===== config.mk =====
export PLATFORM = sky130hd
export DESIGN_NAME = tea_round_cell
export DESIGN_NICKNAME = d
export VERILOG_FILES = /design/src/rtl/tea_block_encrypt_defines.svh /design/src/rtl/tea_pkg.sv /design/src/rtl/tea_round_cell.sv
export SDC_FILE = /design/constraint.sdc
export NUM_CORES = 1
export LEC_CHECK = 0
export BUFFER_PORTS_ARGS = -buffer_cell sky130_fd_sc_hd__buf_2
export CAP_MARGIN = 0
export CELL_PAD_IN_SITES_DETAIL_PLACEMENT = 1
export CELL_PAD_IN_SITES_GLOBAL_PLACEMENT = 1
export CORE_ASPECT_RATIO = 1.75
export CORE_MARGIN = 3
export CORE_UTILIZATION = 45
export CTS_BUF_LIST = sky130_fd_sc_hd__clkbuf_2 sky130_fd_sc_hd__clkbuf_4 sky130_fd_sc_hd__clkbuf_8
export CTS_CLUSTER_DIAMETER = 200
export CTS_CLUSTER_SIZE = 16
export DETAILED_ROUTE_END_ITERATION = 8
export MAX_ROUTING_LAYER = met4
export PLACE_DENSITY = 0.95
export SETUP_SLACK_MARGIN = 0.1
export SYNTH_ARGS = -nofsm -noshare
export SYNTH_HDL_FRONTEND = slang
export SYNTH_SLANG_ARGS = --single-unit

===== constraint.sdc =====
create_clock -name clk -period 7.25 [get_ports clk]
set_clock_uncertainty 0.15 [all_clocks]
set_input_delay 1.45 -clock clk [delete_from_list [all_inputs] [get_ports clk]]
set_output_delay 1.45 -clock clk [all_outputs]
set_load 0.02 [all_outputs]

===== src/rtl/tea_block_encrypt_defines.svh =====
// assertion macros for the tea block encryptor
// used by the top level; needs a clock named clk and a reset named rst in scope
`ifndef TEA_BLOCK_ENCRYPT_DEFINES_SVH
`define TEA_BLOCK_ENCRYPT_DEFINES_SVH

// same-cycle implication, checked outside reset
`define TEA_ASSERT_IMPL(label, ante, cons) \
  label: assert property (@(posedge clk) disable iff (rst) (ante) |-> (cons)) \
    else $error("tea block encrypt check failed");

// next-cycle implication, checked outside reset
`define TEA_ASSERT_NEXT(label, ante, cons) \
  label: assert property (@(posedge clk) disable iff (rst) (ante) |=> (cons)) \
    else $error("tea block encrypt check failed");

`endif


===== src/rtl/tea_pkg.sv =====
// shared types, register indexes and the half-round mix function
// no dependencies
package tea_pkg;

  localparam int unsigned WORD_W = 32;
  localparam int unsigned CFG_INDEX_W = 3;

  typedef logic [WORD_W-1:0] word_t;

  localparam logic [CFG_INDEX_W-1:0] CFG_KEY_WORD_0  = 3'd0;
  localparam logic [CFG_INDEX_W-1:0] CFG_KEY_WORD_1  = 3'd1;
  localparam logic [CFG_INDEX_W-1:0] CFG_KEY_WORD_2  = 3'd2;
  localparam logic [CFG_INDEX_W-1:0] CFG_KEY_WORD_3  = 3'd3;
  localparam logic [CFG_INDEX_W-1:0] CFG_ROUND_DELTA = 3'd4;

  localparam word_t KEY_WORD_0_RESET  = 32'd114;
  localparam word_t KEY_WORD_1_RESET  = 32'd514;
  localparam word_t KEY_WORD_2_RESET  = 32'd1919;
  localparam word_t KEY_WORD_3_RESET  = 32'd810;
  localparam word_t ROUND_DELTA_RESET = 32'hdeadbeef;

  typedef struct packed {
    logic  valid;
    word_t lo;
    word_t hi;
    word_t sum;
  } stage_t;

  typedef struct packed {
    word_t key_0;
    word_t key_1;
    word_t key_2;
    word_t key_3;
    word_t delta;
  } key_set_t;

  typedef struct packed {
    logic [1:0] count;
    logic       full;
  } buf_status_t;

  function automatic word_t mix_half(word_t v, word_t sum, word_t ka, word_t kb);
    word_t a;
    word_t b;
    word_t c;
    a = (v << 4) + ka;
    b = v + sum;
    c = (v >> 5) + kb;
    return a ^ b ^ c;
  endfunction

endpackage


===== src/rtl/tea_round_cell.sv =====
// one tea round as two registered half-round stages
// depends on tea_pkg
module tea_round_cell (
  input  logic              clk,
  input  logic              rst,
  input  logic              adv,
  input  tea_pkg::key_set_t keys,
  input  tea_pkg::stage_t   stage_in,
  output tea_pkg::stage_t   stage_out
);

  tea_pkg::stage_t half;
  tea_pkg::stage_t full;

  always_ff @(posedge clk) begin
    if (rst) begin
      half.valid <= 1'b0;
      full.valid <= 1'b0;
    end else if (adv) begin
      half.valid <= stage_in.valid;
      full.valid <= half.valid;
    end
    if (adv) begin
      // low half update with the current round sum
      half.lo  <= stage_in.lo + tea_pkg::mix_half(stage_in.hi, stage_in.sum,
                                                  keys.key_0, keys.key_1);
      half.hi  <= stage_in.hi;
      half.sum <= stage_in.sum;
      // high half update with the new low half, sum advanced for next round
      full.lo  <= half.lo;
      full.hi  <= half.hi + tea_pkg::mix_half(half.lo, half.sum, keys.key_2, keys.key_3);
      full.sum <= half.sum + keys.delta;
    end
  end

  assign stage_out = full;

endmodule


==> flow_summary_export.csv <==
group,metric,value,unit
setup_path,ff2ff_setup_slack,1.37,ns
setup_path,cp.buffers_inverters,1,
hold_path,hold-path-cell-count,2,
clock_network,clkTransAtPathRegs,0.13,ns
sta,timing.hold.ws,0.389,ns
clock_network,cts_resized,0,
grt,grt_pass1_vias,19300,
sta,fmax,160,MHz
place,routabilityCongestion,1.06,
grt,grt-ovfl-total,0,
synth,synth.most_common_cell,"xnor2_1",
clock_network,htree_levels,4,
sta,grt_setup_unrepaired,"false",
sta,slew-limit-headroom,38.1,%
synth,yosysUniqueCellTypes,79,
synth,synth_area,0.0194,mm²
sta,finalCritPeriodShare,86.3,%
run,maxCapViolations,0,
sta,period_minus_slack,6.26,ns
place,post-place-ws,0.466,ns
die,dieHeight,281,µm
cells_and_area,syn_to_final_growth,15.1,%
setup_path,critical_path_class,"input port to flop",
setup_path,crit_required,7.38,ns
grt,grt_first_pass_wirelength,110000,µm
hold_path,holdPathEnd,"stage_out[96]",
synth,synth_commonest_cells,"307 x xnor2_1, 273 x ha_1, 210 x a21oi_1",
synth,ys_seq_area_share,29.9,%
synth,synth_edf_count,192,
setup_path,r2r-end,"stage_out[62]",
synth,yosysWarnings,0,
power,p_leak,9.85,nW
sta,drv_slew,0,
power,vdd_drop_max,452,µV
grt,grt_max_degree,71,
synth,yosysTopAreaCellShare,29.7,%
grt,antenna_found_initial,11,
drt,avgRoutedWirePerCell,25.6,µm
clock_network,cts_post_setup_buffers_inserted,0,
drt,wl,75200,µm
power,finalPower,0.0146,W
clock_network,cts_made_buffers,17,
synth,synth_cells,1989,
setup_path,cp_max_fo,4,
sta,setup_violations,0,
synth,synthArstFlopShare,0,%
setup_path,max_stage_delay,0.49,ns
clock_network,cts.path.max_buffers,2,
die,initial_core_util,45.6,%
drt,via_per_inst,6.04,
power,power_density,653,mW/mm²
sta,finalHoldViolations,0,
drt,drt_iter0_drc,860,
die,die-width,163,µm
setup_path,reg2reg_depth,22,
setup_path,critPathSlowestCell,"xnor3_1",
synth,ys_top_cells_by_area,"edfxtp_1 30%, ha_1 18%, xnor2_1 14%",
sta,setup-tns-final,0,ns
die,rows,100,
die,core_area,0.0425,mm²
setup_path,start_kind,"input port",
place,dp_hpwl,64000,µm
setup_path,crit_family,"compound AO/OA/AOI/OAI gates",
outcome,outcome,"finished, final reports clean",
hold_path,hp-class,"flop to flop",
place,io_buffers,356,
drt,vias,17800,
synth,synth-seq-cells,194,
synth,synthesis.nets,2531,
clock_network,cts_tree,"built",
drt,drt_drc_violations_left,0,
clock_network,cts_root_buf,"clkbuf_8",
die,die-area,0.0457,mm²
synth,syn_area_per_cell,9.75,µm²
clock_network,cts-hold-fix-buffers,0,
setup_path,cp_data_arrival_time,6.39,ns
synth,yosysTopAreaCell,"edfxtp_1",
synth,synth_flop_cell,"edfxtp_1",
setup_path,timing.rr.start,"half[64]",
die,boundaryPins,357,
setup_path,cp_cell_sequence,"buf_2, ha_1, fa_1, a21oi_1, o21ai_1, a31oi_1, o21a_2, o21ai_2, a31o_1, a21oi_1, o21ai_1, o41ai_1, xnor3_1, ha_1, nand2_1, nor2_1, a211oi_1, o31ai_4, xnor2_1, xnor3_1",
sta,worst_pin_slew,0.929,ns
grt,grt_usage,33.2,%
clock_network,numClockSinks,194,
clock_network,insertion_delay,0.53,ns
cells_and_area,fin_nets,2893,
drt,dr.pass1.iters,5,
sta,final.setup.worst_slack,0.993,ns
cells_and_area,drive_above_1_share,18.1,%
drt,route.antenna.remaining_nets,0,
hold_path,hp-start,"half[96]",
setup_path,cp-end-kind,"flop",
==> report_power, final <==
part	switching, W	leakage, nW	internal [W]
combinational	0.00648	7.74	0.00492
clock	0.000513	0.214	0.000273
sequential	0.000317	1.89	0.00208
==> worst max-delay path by stage <==
stage                      start            end  slack (ns)  depth (start not counted)
global placement        keys[32]  stage_out[63]        0.85                         20
global route        stage_in[32]       half[95]        0.72                         20
finish              stage_in[32]       half[95]        0.99                         20
detailed placement  stage_in[32]       half[95]        0.47                         20
floorplan            stage_in[0]       half[95]        1.38                         19
CTS                 stage_in[32]       half[95]        1.00                         20
==> sequential cells by signal (all words and copies together) (netlist names) <==
signal	flops
stage_out	97
half	97
==> layout make-up <==
type                            count  area, µm²
Multi-Input combinational cell   1711      13300
Clock inverter                     15        199
Timing Repair Buffer              358       1810
Clock buffer                       17        234
Fill cell                        5037      20200
Inverter                           69        259
Tap cell                          561        702
Antenna cell                       15       37.5
Sequential cell                   194       5810
==> tightest hold or removal path: stages (launching register included) <==
cell	delay (ns)
dfxtp_1	0.35
mux2i_1	0.07
nor2_1	0.09
==> stage by stage <==
step / area [µm²] / utilization [%] / std cells
finish: 22300 / 52.5 / 2940
global route: 22300 / 52.4 / 2936
CTS: 22300 / 52.4 / 2925
detailed placement: 21800 / 51.4 / 2893
global placement: 21800 / 51.4 / 2893
floorplan: 19400 / - / 1989
==> layout by cell type, fill, tap and decap left out, types with 18 or more instances in the layout <==
master    synthesis  routed
xnor2_1         307     307
nand2b_1         23      23
o21ai_0          85      85
nand3_1          46      46
clkbuf_8          0      18
o21a_1           19      19
xor2_1           67      67
a21oi_1         210     210
ha_1            273     273
nor2b_1          25      25
a31oi_1          30      30
and3_1           25      25
nand4_1          20      20
a21o_1          116     116
buf_2             1     355
nand2_1          89      89
o21bai_1         46      46
nor3_1           28      28
nor2_1          101     101
edfxtp_1        192     192
inv_1            69      69
==> layer usage <==
layer	track usage [%]	vias to the layer above	share of wire (%)
li1	-	8203	-
met1	28.8	8452	31
met2	58.1	722	51
met3	4.82	386	4.4
met4	34.8	0	14
met5	-	-	0
==> kinds of logic (layout without fill, tap and decap cells) <==
group / Yosys count / in the layout / synth area share [%]
simple gates: 397 / 397 / 10.0
buf+inv: 84 / 459 / 1.63
mux: 3 / 3 / 0.161
xor+xnor: 380 / 380 / 17.6
fa+ha+maj: 282 / 282 / 18.5
other cells: 0 / 15 / 0
flops: 194 / 194 / 29.9
compound gates: 649 / 649 / 22.1
Power figures use the tool's default switching activity.
