### config.mk
export PLATFORM = sky130hd
export DESIGN_NAME = tea_out_buf_flat
export DESIGN_NICKNAME = d
export VERILOG_FILES = /design/src/rtl/tea_block_encrypt_defines.svh /design/src/rtl/tea_pkg.sv /design/src/rtl/tea_cipher_if.sv /design/src/rtl/tea_out_buf.sv /design/src/flat_wrapper.sv
export SDC_FILE = /design/constraint.sdc
export NUM_CORES = 1
export LEC_CHECK = 0
export BUFFER_PORTS_ARGS = -buffer_cell sky130_fd_sc_hd__buf_4
export CAP_MARGIN = 40
export CELL_PAD_IN_SITES_DETAIL_PLACEMENT = 1
export CELL_PAD_IN_SITES_GLOBAL_PLACEMENT = 1
export CORE_UTILIZATION = 38
export CTS_BUF_LIST = sky130_fd_sc_hd__clkbuf_4
export CTS_CLUSTER_DIAMETER = 30
export DETAILED_ROUTE_END_ITERATION = 7
export GPL_TIMING_DRIVEN = 1
export PLACE_DENSITY = 0.72
export REMOVE_ABC_BUFFERS = 1
export SYNTH_ARGS = -nofsm -noshare
export SYNTH_HDL_FRONTEND = slang
export SYNTH_SLANG_ARGS = --single-unit
### constraint.sdc
create_clock -name clk -period 3.4 [get_ports clk]
set_clock_uncertainty 0.05 [all_clocks]
set_input_delay 0.34 -clock clk [delete_from_list [all_inputs] [get_ports clk]]
set_output_delay 0.34 -clock clk [all_outputs]
set_load 0.005 [all_outputs]
### src/rtl/tea_block_encrypt_defines.svh
// assertion macros for the tea block encryptor
// used by the top level; needs a clock named clk and a reset named rst in scope
`ifndef TEA_BLOCK_ENCRYPT_DEFINES_SVH
`define TEA_BLOCK_ENCRYPT_DEFINES_SVH

// same-cycle implication, checked outside reset
`define TEA_ASSERT_IMPL(label, ante, cons) \
  label: assert property (@(posedge clk) disable iff (rst) (ante) |-> (cons)) \
    else $error("tea block encrypt check failed");

// next-cycle implication, checked outside reset
`define TEA_ASSERT_NEXT(label, ante, cons) \
  label: assert property (@(posedge clk) disable iff (rst) (ante) |=> (cons)) \
    else $error("tea block encrypt check failed");

`endif

### src/rtl/tea_pkg.sv
// shared types, register indexes and the half-round mix function
// no dependencies
package tea_pkg;

  localparam int unsigned WORD_W = 32;
  localparam int unsigned CFG_INDEX_W = 3;

  typedef logic [WORD_W-1:0] word_t;

  localparam logic [CFG_INDEX_W-1:0] CFG_KEY_WORD_0  = 3'd0;
  localparam logic [CFG_INDEX_W-1:0] CFG_KEY_WORD_1  = 3'd1;
  localparam logic [CFG_INDEX_W-1:0] CFG_KEY_WORD_2  = 3'd2;
  localparam logic [CFG_INDEX_W-1:0] CFG_KEY_WORD_3  = 3'd3;
  localparam logic [CFG_INDEX_W-1:0] CFG_ROUND_DELTA = 3'd4;

  localparam word_t KEY_WORD_0_RESET  = 32'd114;
  localparam word_t KEY_WORD_1_RESET  = 32'd514;
  localparam word_t KEY_WORD_2_RESET  = 32'd1919;
  localparam word_t KEY_WORD_3_RESET  = 32'd810;
  localparam word_t ROUND_DELTA_RESET = 32'hdeadbeef;

  typedef struct packed {
    logic  valid;
    word_t lo;
    word_t hi;
    word_t sum;
  } stage_t;

  typedef struct packed {
    word_t key_0;
    word_t key_1;
    word_t key_2;
    word_t key_3;
    word_t delta;
  } key_set_t;

  typedef struct packed {
    logic [1:0] count;
    logic       full;
  } buf_status_t;

  function automatic word_t mix_half(word_t v, word_t sum, word_t ka, word_t kb);
    word_t a;
    word_t b;
    word_t c;
    a = (v << 4) + ka;
    b = v + sum;
    c = (v >> 5) + kb;
    return a ^ b ^ c;
  endfunction

endpackage

### src/rtl/tea_cipher_if.sv
// valid/ready channel carrying one ciphertext block
// depends on tea_pkg
interface tea_cipher_if;
  logic          valid;
  logic          ready;
  tea_pkg::word_t cipher_low;
  tea_pkg::word_t cipher_high;

  modport source (output valid, output cipher_low, output cipher_high, input ready);
  modport sink (input valid, input cipher_low, input cipher_high, output ready);
endinterface

### src/rtl/tea_out_buf.sv
// two-entry result buffer between the round chain and the cipher channel
// depends on tea_pkg and tea_cipher_if
module tea_out_buf (
  input  logic                  clk,
  input  logic                  rst,
  input  tea_pkg::stage_t       stage_in,
  output tea_pkg::buf_status_t  status,
  tea_cipher_if.source          cipher
);

  tea_pkg::word_t lo_mem [2];
  tea_pkg::word_t hi_mem [2];
  logic           wr_ptr;
  logic           rd_ptr;
  logic [1:0]     count;
  logic           push;
  logic           pop;

  assign push = stage_in.valid && (count != 2'd2);
  assign pop  = cipher.valid && cipher.ready;

  always_ff @(posedge clk) begin
    if (rst) begin
      wr_ptr <= 1'b0;
      rd_ptr <= 1'b0;
      count  <= 2'd0;
    end else begin
      if (push) wr_ptr <= ~wr_ptr;
      if (pop) rd_ptr <= ~rd_ptr;
      if (push && !pop) begin
        count <= count + 2'd1;
      end else if (pop && !push) begin
        count <= count - 2'd1;
      end
    end
    if (push) begin
      lo_mem[wr_ptr] <= stage_in.lo;
      hi_mem[wr_ptr] <= stage_in.hi;
    end
  end

  assign cipher.valid       = (count != 2'd0);
  assign cipher.cipher_low  = lo_mem[rd_ptr];
  assign cipher.cipher_high = hi_mem[rd_ptr];

  assign status.count = count;
  assign status.full  = (count == 2'd2);

endmodule

### src/flat_wrapper.sv
// flat-port wrapper written by rule: the top's interface ports become plain ports
module tea_out_buf_flat 
  (clk, rst, stage_in, status, cipher_valid, cipher_cipher_low, cipher_cipher_high, cipher_ready);
  tea_cipher_if cipher_i ();
  input  logic clk;
  input  logic rst;
  input  tea_pkg::stage_t stage_in;
  output tea_pkg::buf_status_t status;
  output wire logic [$bits(cipher_i.valid)-1:0] cipher_valid;
  output wire logic [$bits(cipher_i.cipher_low)-1:0] cipher_cipher_low;
  output wire logic [$bits(cipher_i.cipher_high)-1:0] cipher_cipher_high;
  input wire logic [$bits(cipher_i.ready)-1:0] cipher_ready;
  assign cipher_valid = cipher_i.valid;
  assign cipher_cipher_low = cipher_i.cipher_low;
  assign cipher_cipher_high = cipher_i.cipher_high;
  assign cipher_i.ready = cipher_ready;
  tea_out_buf u_core (.clk(clk), .rst(rst), .stage_in(stage_in), .status(status), .cipher(cipher_i));
endmodule
==> results.ini <==
[global_routing]
antenna_found_initial = 0
grt_max_degree = 38
first_global_vias = 3229
grt_overflow = 0
grt_first_pass_wirelength_um = 16300
grt_use_total_pct = 17.2

[timing]
finalCritPeriodShare_pct = 73.4
worst_slack_ns = 0.903
fmax_mhz = 400
slew_violations = 0
setup_viol_count_final = 0
max_slew_margin_pct = 53.9
rsz0062_at_grt = false
tightest_slew_ns = 0.690
period_needed_ns = 2.50
finalSetupTns_ns = 0
hold_violations = 0

[logic_synthesis]
ys_warn_count = 0
ys_ff_latch = 133
seq_area_frac_synth_pct = 81.6
avgSynthCellArea_um2 = 21.6
synthCells = 224
async_flop_share_pct = 0
synth_edf_count = 128
synthFlopType = edfxtp_1
netlist_area_mm2 = 0.00483
synth_cell_types = 15

[place]
dpl.cell_count = 524
post_dp_cell_area_mm2 = 0.00607
io_buffers = 135
preCtsSetupSlack_ns = 1.21
place.detailed.hpwl_um = 6230
gp_congestion = 0.648

[setup_path]
slowest_delay_ns = 0.59
crit_chain = buf_4 -> mux2_2 -> buf_4
critPathLaunchType = flip-flop
worstPathArrival_ns = 2.11
cp_max_fo = 29
cp-end-kind = primary output
critical_path_class = flip-flop to primary output
required_ns = 3.01
cp_common_cell = buf_4
cp_slowest_cell = dfxtp_2

[die]
dieArea_mm2 = 0.0132
core-area_mm2 = 0.0122
pin_count = 168
die_y_um = 115
die_x_um = 115
start_util_pct = 39.6
row_count = 40

[final_layout]
drive_gt1_share_pct = 51.7
multi_input_area_um2 = 836
finalInstanceArea_mm2 = 0.00693
fillerInstances = 1172
area_growth_pct = 43.2
fin_util_pct = 56.7
layout.area.seq_mm2 = 0.00395
antennaDiodeCount = 0
stdcell_count = 621
fin_nets = 541

[clocking]
clkSlewWorstSetupHoldPaths_ns = 0.10
cts_buffer_depth = 2
clock_latency_ns = 0.51
cts_setup_buffers = 0
cts-resized-gates = 0
cts_buffers = 17
htreeDepth = 4
clock-sinks = 133
root_buffer = clkbuf_4
ctsHoldBuffers = 65
cts_tree = yes

[drt]
vias = 2805
wl_um = 10400
wire_per_inst_um = 16.8
drc = 0
firstDrtPassIters = 4
wl_met3_um = 645
wl_met2_um = 5700
highest_layer = met4
wl_met1_um = 3900
viasPerCell = 4.52
drt_iter0_markers = 96
ant_nets = 0

[pwr]
ir_drop_v = 0.000326
p_per_area_mw_per_mm2 = 609
leakage_nw = 2.61

[min_path]
hold_class = primary input to flip-flop

[flow_run]
cap_violations = 0

[status]
outcome = complete, no violations

-- critical path: cells and delay by family, from the launching register on --
family,cells,cell delay [ns]
flops,1,0.59
mux,1,0.40
buf+inv,2,0.59
-- synth_stat cells (2+ instances only) --
master | count | area share [%]
dfxtp_1 | 5 | 2.1
mux2_2 | 64 | 15
edfxtp_1 | 128 | 80
or3_1 | 2 | 0.26
nor2_1 | 4 | 0.31
a21oi_1 | 2 | 0.21
buf_4 | 6 | 0.93
o21ai_0 | 3 | 0.31
inv_1 | 2 | 0.16
xor2_1 | 3 | 0.54
-- report_power, final --
part / internal (mW) / total [mW] / switching (mW)
clock network: 0.310 / 0.834 / 0.524
registers: 2.06 / 2.15 / 0.0884
logic: 0.725 / 1.24 / 0.512
-- per-layer routing --
layer  vias to the layer above  track usage [%]
li1                       1314                -
met1                      1375             17.5
met2                        98             31.3
met3                        18             6.01
met4                         0             8.31
met5                         -                0
-- worst paths after layout --
check	start	endpoint	slack (ns)	depth (start not counted)
worst max register to register	u_core.count[0]	u_core.hi_mem[0][28]	1.25	4
worst min-delay path	stage_in[96]	u_core.wr_ptr	0.21	4
worst min register to register	u_core.rd_ptr	u_core.rd_ptr	0.47	2
worst max-delay path	flip-flop	cipher_cipher_high[31]	0.90	3
-- final cells by class --
class	instances	share of cell area, %
clock buffers	22	2.38
clock inverters	10	0.614
inverters	2	0.108
multi-input cells	82	12.1
flip-flops and latches	133	57.0
well taps	168	3.04
repair buffers	204	24.8
-- stage by stage --
step	hold slack (ns)	power, mW
after floorplan	0.359	2.74
after global placement	0.422	3.34
after detailed placement	0.454	3.38
after CTS	0.148	4.28
after global routing	0.178	4.44
final	0.214	4.22
-- state kept, by name (all words and copies together) (netlist names), named ones only --
signal,flops
u_core.rd_ptr,1
u_core.lo_mem,64
u_core.hi_mem,64
u_core.count,2
u_core.wr_ptr,1
-- layout by cell type (no fill, tap or decap), types with 3 or more instances in the layout --
| master | n |
|---|---|
| clkinv_1 | 6 |
| mux2_2 | 64 |
| clkbuf_4 | 22 |
| edfxtp_1 | 128 |
| dfxtp_1 | 4 |
| nor2_1 | 4 |
| o21ai_0 | 3 |
| xor2_1 | 3 |
| dlygate4sd3_1 | 65 |
| clkinv_2 | 4 |
| buf_4 | 137 |
-- kinds of logic after synthesis --
group | after synthesis | synth area share, %
flops | 133 | 81.6
mux | 64 | 14.9
xor+xnor | 3 | 0.544
buf+inv | 9 | 1.19
fa+ha+maj | 1 | 0.259
simple gates | 9 | 1.01
compound gates | 5 | 0.518
No activity file was read; power rests on OpenSTA's default activity.
